===== src/sv/gspl_pkg.sv =====
// gspl_pkg: shared types, gas table and constants for the gas ppm pipeline
// no dependencies; used by every module of the block
package gspl_pkg;

    // gas selector codes
    localparam logic [2:0] GAS_CO      = 3'd0;
    localparam logic [2:0] GAS_NO2     = 3'd1;
    localparam logic [2:0] GAS_ETHANOL = 3'd2;
    localparam logic [2:0] GAS_H2      = 3'd3;
    localparam logic [2:0] GAS_NH3     = 3'd4;
    localparam logic [2:0] GAS_CH4     = 3'd5;

    // configuration register indexes
    localparam int         CFG_IDX_W     = 2;
    localparam logic [1:0] REG_BASE_RED  = 2'd0;
    localparam logic [1:0] REG_BASE_OX   = 2'd1;
    localparam int         BASE_W        = 24;
    localparam logic [23:0] BASE_RED_RST = 24'd100000;
    localparam logic [23:0] BASE_OX_RST  = 24'd10000;

    // datapath widths
    localparam int RS_W    = 40;  // rs_q8 saturated to this many bits
    localparam int RATIO_W = 24;  // ratio, Q8.16
    localparam int L_W     = 22;  // log2 result, signed Q16
    localparam int B_W     = 20;  // exponent slope, signed Q16
    localparam int LA_W    = 21;  // log2 of the coefficient, signed Q16
    localparam int PROD_W  = L_W + B_W;
    localparam int F_W     = 28;  // exponent argument, signed Q16
    localparam int PPM_W   = 25;
    localparam int SIDE_W  = 4;   // {op, out of range}

    // pipeline depths of the log and exp units
    localparam int LOG_LAT = 17;
    localparam int EXP_LAT = 18;

    localparam logic signed [F_W-1:0] F_OFFSET = 28'sd524288;  // 8.0 in Q16
    localparam logic signed [F_W-1:0] F_LIMIT  = 28'sd1638400; // 25.0 in Q16
    localparam logic [PPM_W-1:0] PPM_FLOOR = 25'd13;
    localparam logic [PPM_W-1:0] PPM_CEIL  = 25'd25600000;

    typedef struct packed {
        logic [RATIO_W-1:0]        lo;
        logic [RATIO_W-1:0]        hi;
        logic signed [LA_W-1:0]    log2a;
        logic signed [B_W-1:0]     b;
        logic [PPM_W-1:0]          min;
        logic [PPM_W-1:0]          max;
        logic                      ox;
    } t_gas_row;

    // per-gas window, power law and clamp limits
    function automatic t_gas_row f_gas_row(input logic [2:0] op);
        t_gas_row row;
        row = '0;
        case (op)
            GAS_CO: begin
                row = '{24'd655, 24'd262144, 21'sd140558, -20'sd77148,
                        25'd256, 25'd256000, 1'b0};
            end
            GAS_NO2: begin
                row = '{24'd19661, 24'd4587520, -21'sd179370, 20'sd65536,
                        25'd13, 25'd2560, 1'b1};
            end
            GAS_ETHANOL: begin
                row = '{24'd1638, 24'd19661, 21'sd41017, -20'sd102801,
                        25'd2560, 25'd128000, 1'b0};
            end
            GAS_H2: begin
                row = '{24'd1114, 24'd58982, -21'sd15785, -20'sd115010,
                        25'd256, 25'd256000, 1'b0};
            end
            GAS_NH3: begin
                row = '{24'd16515, 24'd65536, 21'sd0, -20'sd295409,
                        25'd256, 25'd128000, 1'b0};
            end
            GAS_CH4: begin
                row = '{24'd655, 24'd46858, 21'sd621957, -20'sd274275,
                        25'd256000, 25'd25600000, 1'b0};
            end
            default: begin
                row = '0;
            end
        endcase
        return row;
    endfunction

    // integer square root, evaluated at elaboration only
    function automatic logic [63:0] f_isqrt64(input logic [63:0] v);
        logic [63:0] r;
        logic [63:0] bt;
        logic [63:0] rem;
        r   = '0;
        bt  = 64'd1 << 62;
        rem = v;
        for (int i = 0; i < 32; i++) begin
            if (rem >= r + bt) begin
                rem = rem - (r + bt);
                r   = (r >> 1) + bt;
            end else begin
                r = r >> 1;
            end
            bt = bt >> 2;
        end
        return r;
    endfunction

    // 2^(2^-k) in Q30
    function automatic logic [63:0] f_exp_factor(input int k);
        logic [63:0] t;
        t = 64'd1 << 31;
        for (int i = 1; i <= k; i++) begin
            t = f_isqrt64(t << 30);
        end
        return t;
    endfunction

endpackage


===== src/sv/gspl_div.sv =====
// gspl_div: pipelined restoring divider, one quotient bit per stage
// quotient saturates to all ones when it does not fit; uses gspl_pkg
module gspl_div
    import gspl_pkg::*;
#(
    parameter int NUM_W = 48,
    parameter int DEN_W = 24,
    parameter int Q_W   = 24,
    parameter int SW    = 4
) (
    input  logic             i_clk,
    input  logic             i_rst_n,
    input  logic             i_valid,
    input  logic [NUM_W-1:0] i_num,
    input  logic [DEN_W-1:0] i_den,
    input  logic [SW-1:0]    i_side,
    output logic             o_valid,
    output logic [Q_W-1:0]   o_quot,
    output logic [SW-1:0]    o_side
);

    localparam int EXT_W = (NUM_W > Q_W) ? NUM_W : Q_W + 1;
    localparam int HI_W  = EXT_W - Q_W;
    localparam int CMP_W = (EXT_W > DEN_W + Q_W) ? EXT_W : DEN_W + Q_W;

    logic [EXT_W-1:0] n_ext;
    logic [HI_W-1:0]  n_hi;
    logic             n_ovf;

    logic             r_vld  [0:Q_W];
    logic [DEN_W-1:0] r_rem  [0:Q_W];
    logic [Q_W-1:0]   r_low  [0:Q_W];
    logic [Q_W-1:0]   r_q    [0:Q_W];
    logic [DEN_W-1:0] r_den  [0:Q_W];
    logic             r_sat  [0:Q_W];
    logic [SW-1:0]    r_side [0:Q_W];

    // overflow check and initial partial remainder
    always_comb begin
        n_ext = EXT_W'(i_num);
        n_hi  = n_ext[EXT_W-1:Q_W];
        n_ovf = CMP_W'(n_ext) >= (CMP_W'(i_den) << Q_W);
    end

    always_ff @(posedge i_clk) begin
        if (!i_rst_n) begin
            r_vld[0] <= 1'b0;
        end else begin
            r_vld[0] <= i_valid;
        end
        r_rem[0]  <= DEN_W'(n_hi);
        r_low[0]  <= n_ext[Q_W-1:0];
        r_q[0]    <= '0;
        r_den[0]  <= i_den;
        r_sat[0]  <= n_ovf;
        r_side[0] <= i_side;
    end

    // one trial subtraction per stage
    for (genvar s = 0; s < Q_W; s++) begin : g_stage
        logic [DEN_W:0]   n_trial;
        logic             n_ge;
        logic [DEN_W-1:0] n_rem;

        always_comb begin
            n_trial = {r_rem[s], r_low[s][Q_W-1]};
            n_ge    = n_trial >= {1'b0, r_den[s]};
            n_rem   = n_ge ? DEN_W'(n_trial - {1'b0, r_den[s]}) : DEN_W'(n_trial);
        end

        always_ff @(posedge i_clk) begin
            if (!i_rst_n) begin
                r_vld[s+1] <= 1'b0;
            end else begin
                r_vld[s+1] <= r_vld[s];
            end
            r_rem[s+1]  <= n_rem;
            r_low[s+1]  <= r_low[s] << 1;
            r_q[s+1]    <= {r_q[s][Q_W-2:0], n_ge};
            r_den[s+1]  <= r_den[s];
            r_sat[s+1]  <= r_sat[s];
            r_side[s+1] <= r_side[s];
        end
    end

    assign o_valid = r_vld[Q_W];
    assign o_quot  = r_sat[Q_W] ? {Q_W{1'b1}} : r_q[Q_W];
    assign o_side  = r_side[Q_W];

endmodule


===== config.mk =====
export PLATFORM = sky130hd
export DESIGN_NAME = gspl_div
export DESIGN_NICKNAME = d
export VERILOG_FILES = /design/src/sv/gspl_pkg.sv /design/src/sv/gspl_div.sv
export SDC_FILE = /design/constraint.sdc
export NUM_CORES = 2
export LEC_CHECK = 0
export BUFFER_PORTS_ARGS = -buffer_cell sky130_fd_sc_hd__buf_2
export CORE_MARGIN = 10
export CORE_UTILIZATION = 60
export CTS_BUF_LIST = sky130_fd_sc_hd__clkbuf_16
export CTS_CLUSTER_SIZE = 8
export DETAILED_ROUTE_END_ITERATION = 10
export HOLD_SLACK_MARGIN = 0.1
export PLACE_DENSITY_LB_ADDON = 0.12
export REMOVE_ABC_BUFFERS = 1
export SYNTH_ARGS = -nofsm -noshare
export SYNTH_HDL_FRONTEND = slang
export SYNTH_SLANG_ARGS = --single-unit

===== constraint.sdc =====
create_clock -name i_clk -period 3.5 [get_ports i_clk]
set_input_delay 0.35 -clock i_clk [delete_from_list [all_inputs] [get_ports i_clk]]
set_output_delay 0.35 -clock i_clk [all_outputs]
set_load 0.03 [all_outputs]

* Yosys cells after proc, flatten, opt, wreduce, memory -nomap -nowiden
Memories as Yosys holds them, arrays and structs flattened.
Cells that the tools add are included.
** Word-level totals
- Bits of input ports :: 79
- Logic and storage cells :: 133
- Output and inout port bits :: 29
- Memories kept :: 7
- Register bits :: 0
- RAM bits :: 2550
** Memories
- r_den :: depth 25, width 24, rd ports 24, clocked after Yosys merged registers in 0, write ports 25, RTL line gspl_div.sv:34 : logic [DEN_W-1:0] r_den [0:Q_W];
- r_low :: depth 25, width 24, rd ports 24, clocked after Yosys merged registers in 0, write ports 25, RTL line gspl_div.sv:32 : logic [Q_W-1:0] r_low [0:Q_W];
- r_q :: depth 25, width 24, rd ports 25, clocked after Yosys merged registers in 0, write ports 25, RTL line gspl_div.sv:33 : logic [Q_W-1:0] r_q [0:Q_W];
- r_rem :: depth 25, width 24, rd ports 24, clocked after Yosys merged registers in 0, write ports 25, RTL line gspl_div.sv:31 : logic [DEN_W-1:0] r_rem [0:Q_W];
- r_side :: depth 25, width 4, rd ports 25, clocked after Yosys merged registers in 0, write ports 25, RTL line gspl_div.sv:36 : logic [SW-1:0] r_side [0:Q_W];
- r_sat :: depth 25, width 1, rd ports 25, clocked after Yosys merged registers in 0, write ports 25, RTL line gspl_div.sv:35 : logic r_sat [0:Q_W];
- 1 more memories
** Operators by class
- Add/sub/neg operators :: 24
- Bitwise logic cells :: 25
- $lt $le $gt $ge :: 25
- Multiplexer cells :: 52
** Operator list (number)
- 25-bit by 24-bit >= comparator with 1-bit output :: 24
- 24-bit 2-to-1 mux :: 25
- 24-bit subtractor :: 24
- 48-bit >= comparator :: 1
- 1-bit 2-to-1 mux :: 27
- 1-bit bitwise OR :: 25

* Logic depth before layout (Yosys ltp)
- Depth after elaboration :: 2
- Gate-level depth with buffers :: 15
- Depth with buffers taken out :: 13

* Worst setup path before layout
Ideal clock, no wire load.
- Path kind :: reg2reg
- Start :: mem r_low[11][23], in the netlist r_low[1][95]
- End :: mem r_rem[12][22], in the netlist r_rem[3][22]
- Data arrival time :: 2.988 ns
- Buffers on the path :: 0
- Clock period less this slack :: 3.111 ns
- Cell stages (with the launch flop) :: 14
- Slack :: 0.389 ns
- Library setup time :: 0.123 ns
- Data required time :: 3.377 ns
- Cells stage by stage :: dfxtp_1 inv_1 ha_1 fa_1 nor2b_1 o21a_1 o21ai_0 a2111oi_0 a211oi_1 o31ai_1 a221o_1 a21oi_1 xnor2_1 mux2_1
** RTL lines (RTL line)
- start, declared :: gspl_div.sv:32
- end, declared :: gspl_div.sv:31

==> results.yml <==
critical_path:
  reg2reg_depth: 13
  end_kind: "flip-flop"
  worstPathCellList: "inv_1 > ha_4 > nor2b_1 > o31a_1 > o31a_1 > a2111oi_4 > nor2_2 > a21oi_2 > nand2b_1 > a31oi_1 > o211a_2 > clkbuf_16 > mux2_2"
  cp_max_fo: 12
  crit_arrival_ns: 4.20
  cpMaxStageDelayCell: "a2111oi_4"
  cp.required_ns: 4.25
  cpPeakStageDelay_ns: 0.46
  cp-start-kind: "flip-flop"
  crit_top_cell: "o31a_1"
  critical_path_class: "flip-flop to flip-flop"
place:
  place_congestion: 0.9222
  placed_cell_area_um2: 76910
  dpl.cell_count: 8962
  numPortBuffers: 107
  place_ws_ns: -0.05909
  dpl.hpwl_um: 119500
layout:
  stdcell_area_um2: 86000
  utilization: 0.7047
  final_cells: 9412
  nets: 8476
  syn_to_final_growth_pct: 16.49
  drive_above_1_share: 0.1097
timing:
  finClkSkew_ns: 0.08180
  final.setup.tns_ns: 0
  hold_viol_final: 0
  max_slew_margin: 0.4315
  hold_ws_ns: 0.1405
  fin_crit_sh: 0.9869
  layout_setup_ws_ns: 0.04601
  setup_violations: 0
  worst_slew_pin_slew_ns: 0.8462
  max_freq_mhz: 289.5
  drv_slew: 0
  min_period_ns: 3.454
routing:
  totalWireLength_um: 168500
  drc: 0
  first_pass_iters: 8
  wl_per_cell_um: 17.90
  antenna_left: 0
  avgViaCountPerCell: 5.443
  drt_iter0_drc: 2950
  num_vias: 51226
flow_run:
  drv_cap: 0
power:
  p_leak_nw: 40.05
  comb_power_share: 0.411
  seqPwrFrac: 0.335
  switching_power_mw: 32.15
  power_mw: 92.19
  p_per_area_nw_per_um2: 1072
  clkPwrFrac: 0.253
  swShare: 0.3487
  max-vdd-ir-drop_mv: 0.6638
  internal_power_mw: 60.04
min_path:
  worstHoldPathType: "input port to flip-flop"
  hold_path_depth: 2
grt:
  antenna_found_initial: 5
  grt_use_total: 0.2414
  grt_max_degree: 45
  gr-total-overflow: 0
  grt_pass1_vias: 52436
  grt_first_pass_wirelength_um: 270300
floorplanning:
  start_util: 0.6050
  core_area_um2: 122000
  rows: 128
  die_h_um: 370.8
  io_pins: 108
  die_area_um2: 137500
  die_w_um: 370.8
clock_tree:
  clock_latency_ns: 0.90
  cts.sinks: 1902
  clk_pin_slew_ns: 0.06
  cts_root_buf: "clkbuf_16"
  cts_made_buffers: 287
  cts_tree: "yes"
  htree_levels: 5
  clockBufferDepth: 4
synthesis:
  yosysMostFrequentCell: "dfxtp_1"
  ys_seq_area_frac: 0.5158
  synthArstFlopShare: 0
  syn_area_per_cell_um2: 10.19
  synthTopCellsByCount: "dfxtp_1 (1902), inv_1 (757), ha_1 (600)"
  syn_area_um2: 73830
  syn_inst: 7242
  synth_top_area_cell: "dfxtp_1"
  yosysWarnings: 0
  synth_edf_count: 0
  ys.flop_type: "dfxtp_1"
  synth_top_area_share: 0.5158
  synth_seq_cells: 1902
  synthTopCellsByArea: "dfxtp_1 (52%), ha_1 (10%), inv_1 (3.8%), a21oi_1 (3.8%), xnor2_1 (3.2%)"
  yosysUniqueCellTypes: 89
status:
  status: "finished clean"
==> layout by cell type, fill, tap and decap left out, types with 15 or more instances in the layout <==
master,instances
o21ai_0,341
o21a_1,87
o21bai_1,46
mux2_2,179
clkbuf_16,297
xor2_1,168
o21ai_1,22
ha_1,599
fa_1,22
buf_2,107
nand2_1,385
mux2_1,40
a21o_1,248
and2_1,37
nor4_1,25
nand4_1,80
nor3_1,107
o211ai_1,24
nand3_1,88
a21oi_1,552
nor2b_1,98
buf_4,106
mux2_4,23
a21boi_0,28
inv_1,759
a211o_1,16
dfxtp_1,1900
nor2_1,422
and3_1,47
a31oi_1,39
o31a_1,15
dlygate4sd3_1,133
or3_1,37
buf_12,19
o31ai_1,38
xnor2_1,273
or2_2,45
mux2i_1,26
a211oi_1,30
nand2b_1,76
==> area by class of cell <==
cell class	instances	area, um2
flip-flops and latches	1902	38080
fillers	9024	36040
multi-input cells	4457	32490
clock buffers	293	7332
repair buffers	369	3143
inverters	757	2841
well taps	1625	2033
clock inverters	7	77.57
diodes	2	5.005
==> what timing repair did <==
| action | CTS | global route |
|---|---|---|
| endpoints found under the hold margin | 102 | 0 |
| pin swaps | 0 | 14 |
| cloned | 0 | 4 |
| hold buffers | 133 | 0 |
| setup endpoints to repair | 1 | 131 |
| gates resized for setup | 1 | 32 |
| buffers inserted | 0 | 11 |
==> flip-flops by register name (all words and copies together), names as in the netlist <==
signal	count
r_den	576
r_low	300
r_q	300
r_rem	576
r_sat	25
r_side	100
r_vld	25
==> critical path: cells and delay by family (launching register included) <==
family                   cells  cell delay (ns)
AO/OA/AOI/OAI                6             1.77
adder cells (fa/ha/maj)      1             0.21
buffers and inverters        2             0.32
flip-flops                   1             0.36
multiplexers                 1             0.34
AND/OR/NAND/NOR              3             0.31
==> layer usage <==
metal | wire [um] | GRT usage | part of all wire
met1 | 72080 | 0.2876 | 0.43
met2 | 84270 | 0.4341 | 0.50
met3 | 7243 | 0.04142 | 0.043
met4 | 4866 | 0.08536 | 0.029
met5 | 0 | 0 | 0
==> power groups by stage <==
stage	clock, mW	sequential (mW)	combinational (mW)
2_1_floorplan	0	29.7	28.6
3_3_place_gp	0	31.2	36.1
3_5_place_dp	0	31.2	36.7
4_1_cts	23.8	31.0	37.3
5_1_grt	24.8	31.4	42.2
6_report	23.4	30.9	37.9
==> worst paths after layout <==
check / startpoint / end / slack (ns)
worst min-delay path: i_num[7] / r_low[0][7] / 0.14
worst min register to register: r_low[0][80] / r_low[0][105] / 0.28
worst max register to register: r_den[0][1] / r_rem[0][32] / 0.05
worst max-delay path: r_den[0][1] / r_rem[0][32] / 0.05
==> cells by family after synthesis <==
| family | Yosys count | share of synthesized area |
|---|---|---|
| AO/OA/AOI/OAI | 1639 | 0.1394 |
| AND/OR/NAND/NOR | 1486 | 0.09620 |
| flip-flops | 1902 | 0.5158 |
| adder cells (fa/ha/maj) | 623 | 0.1079 |
| XOR/XNOR | 441 | 0.05232 |
| multiplexers | 268 | 0.04161 |
| buffers and inverters | 883 | 0.04681 |
Power figures use the tool's default switching activity.
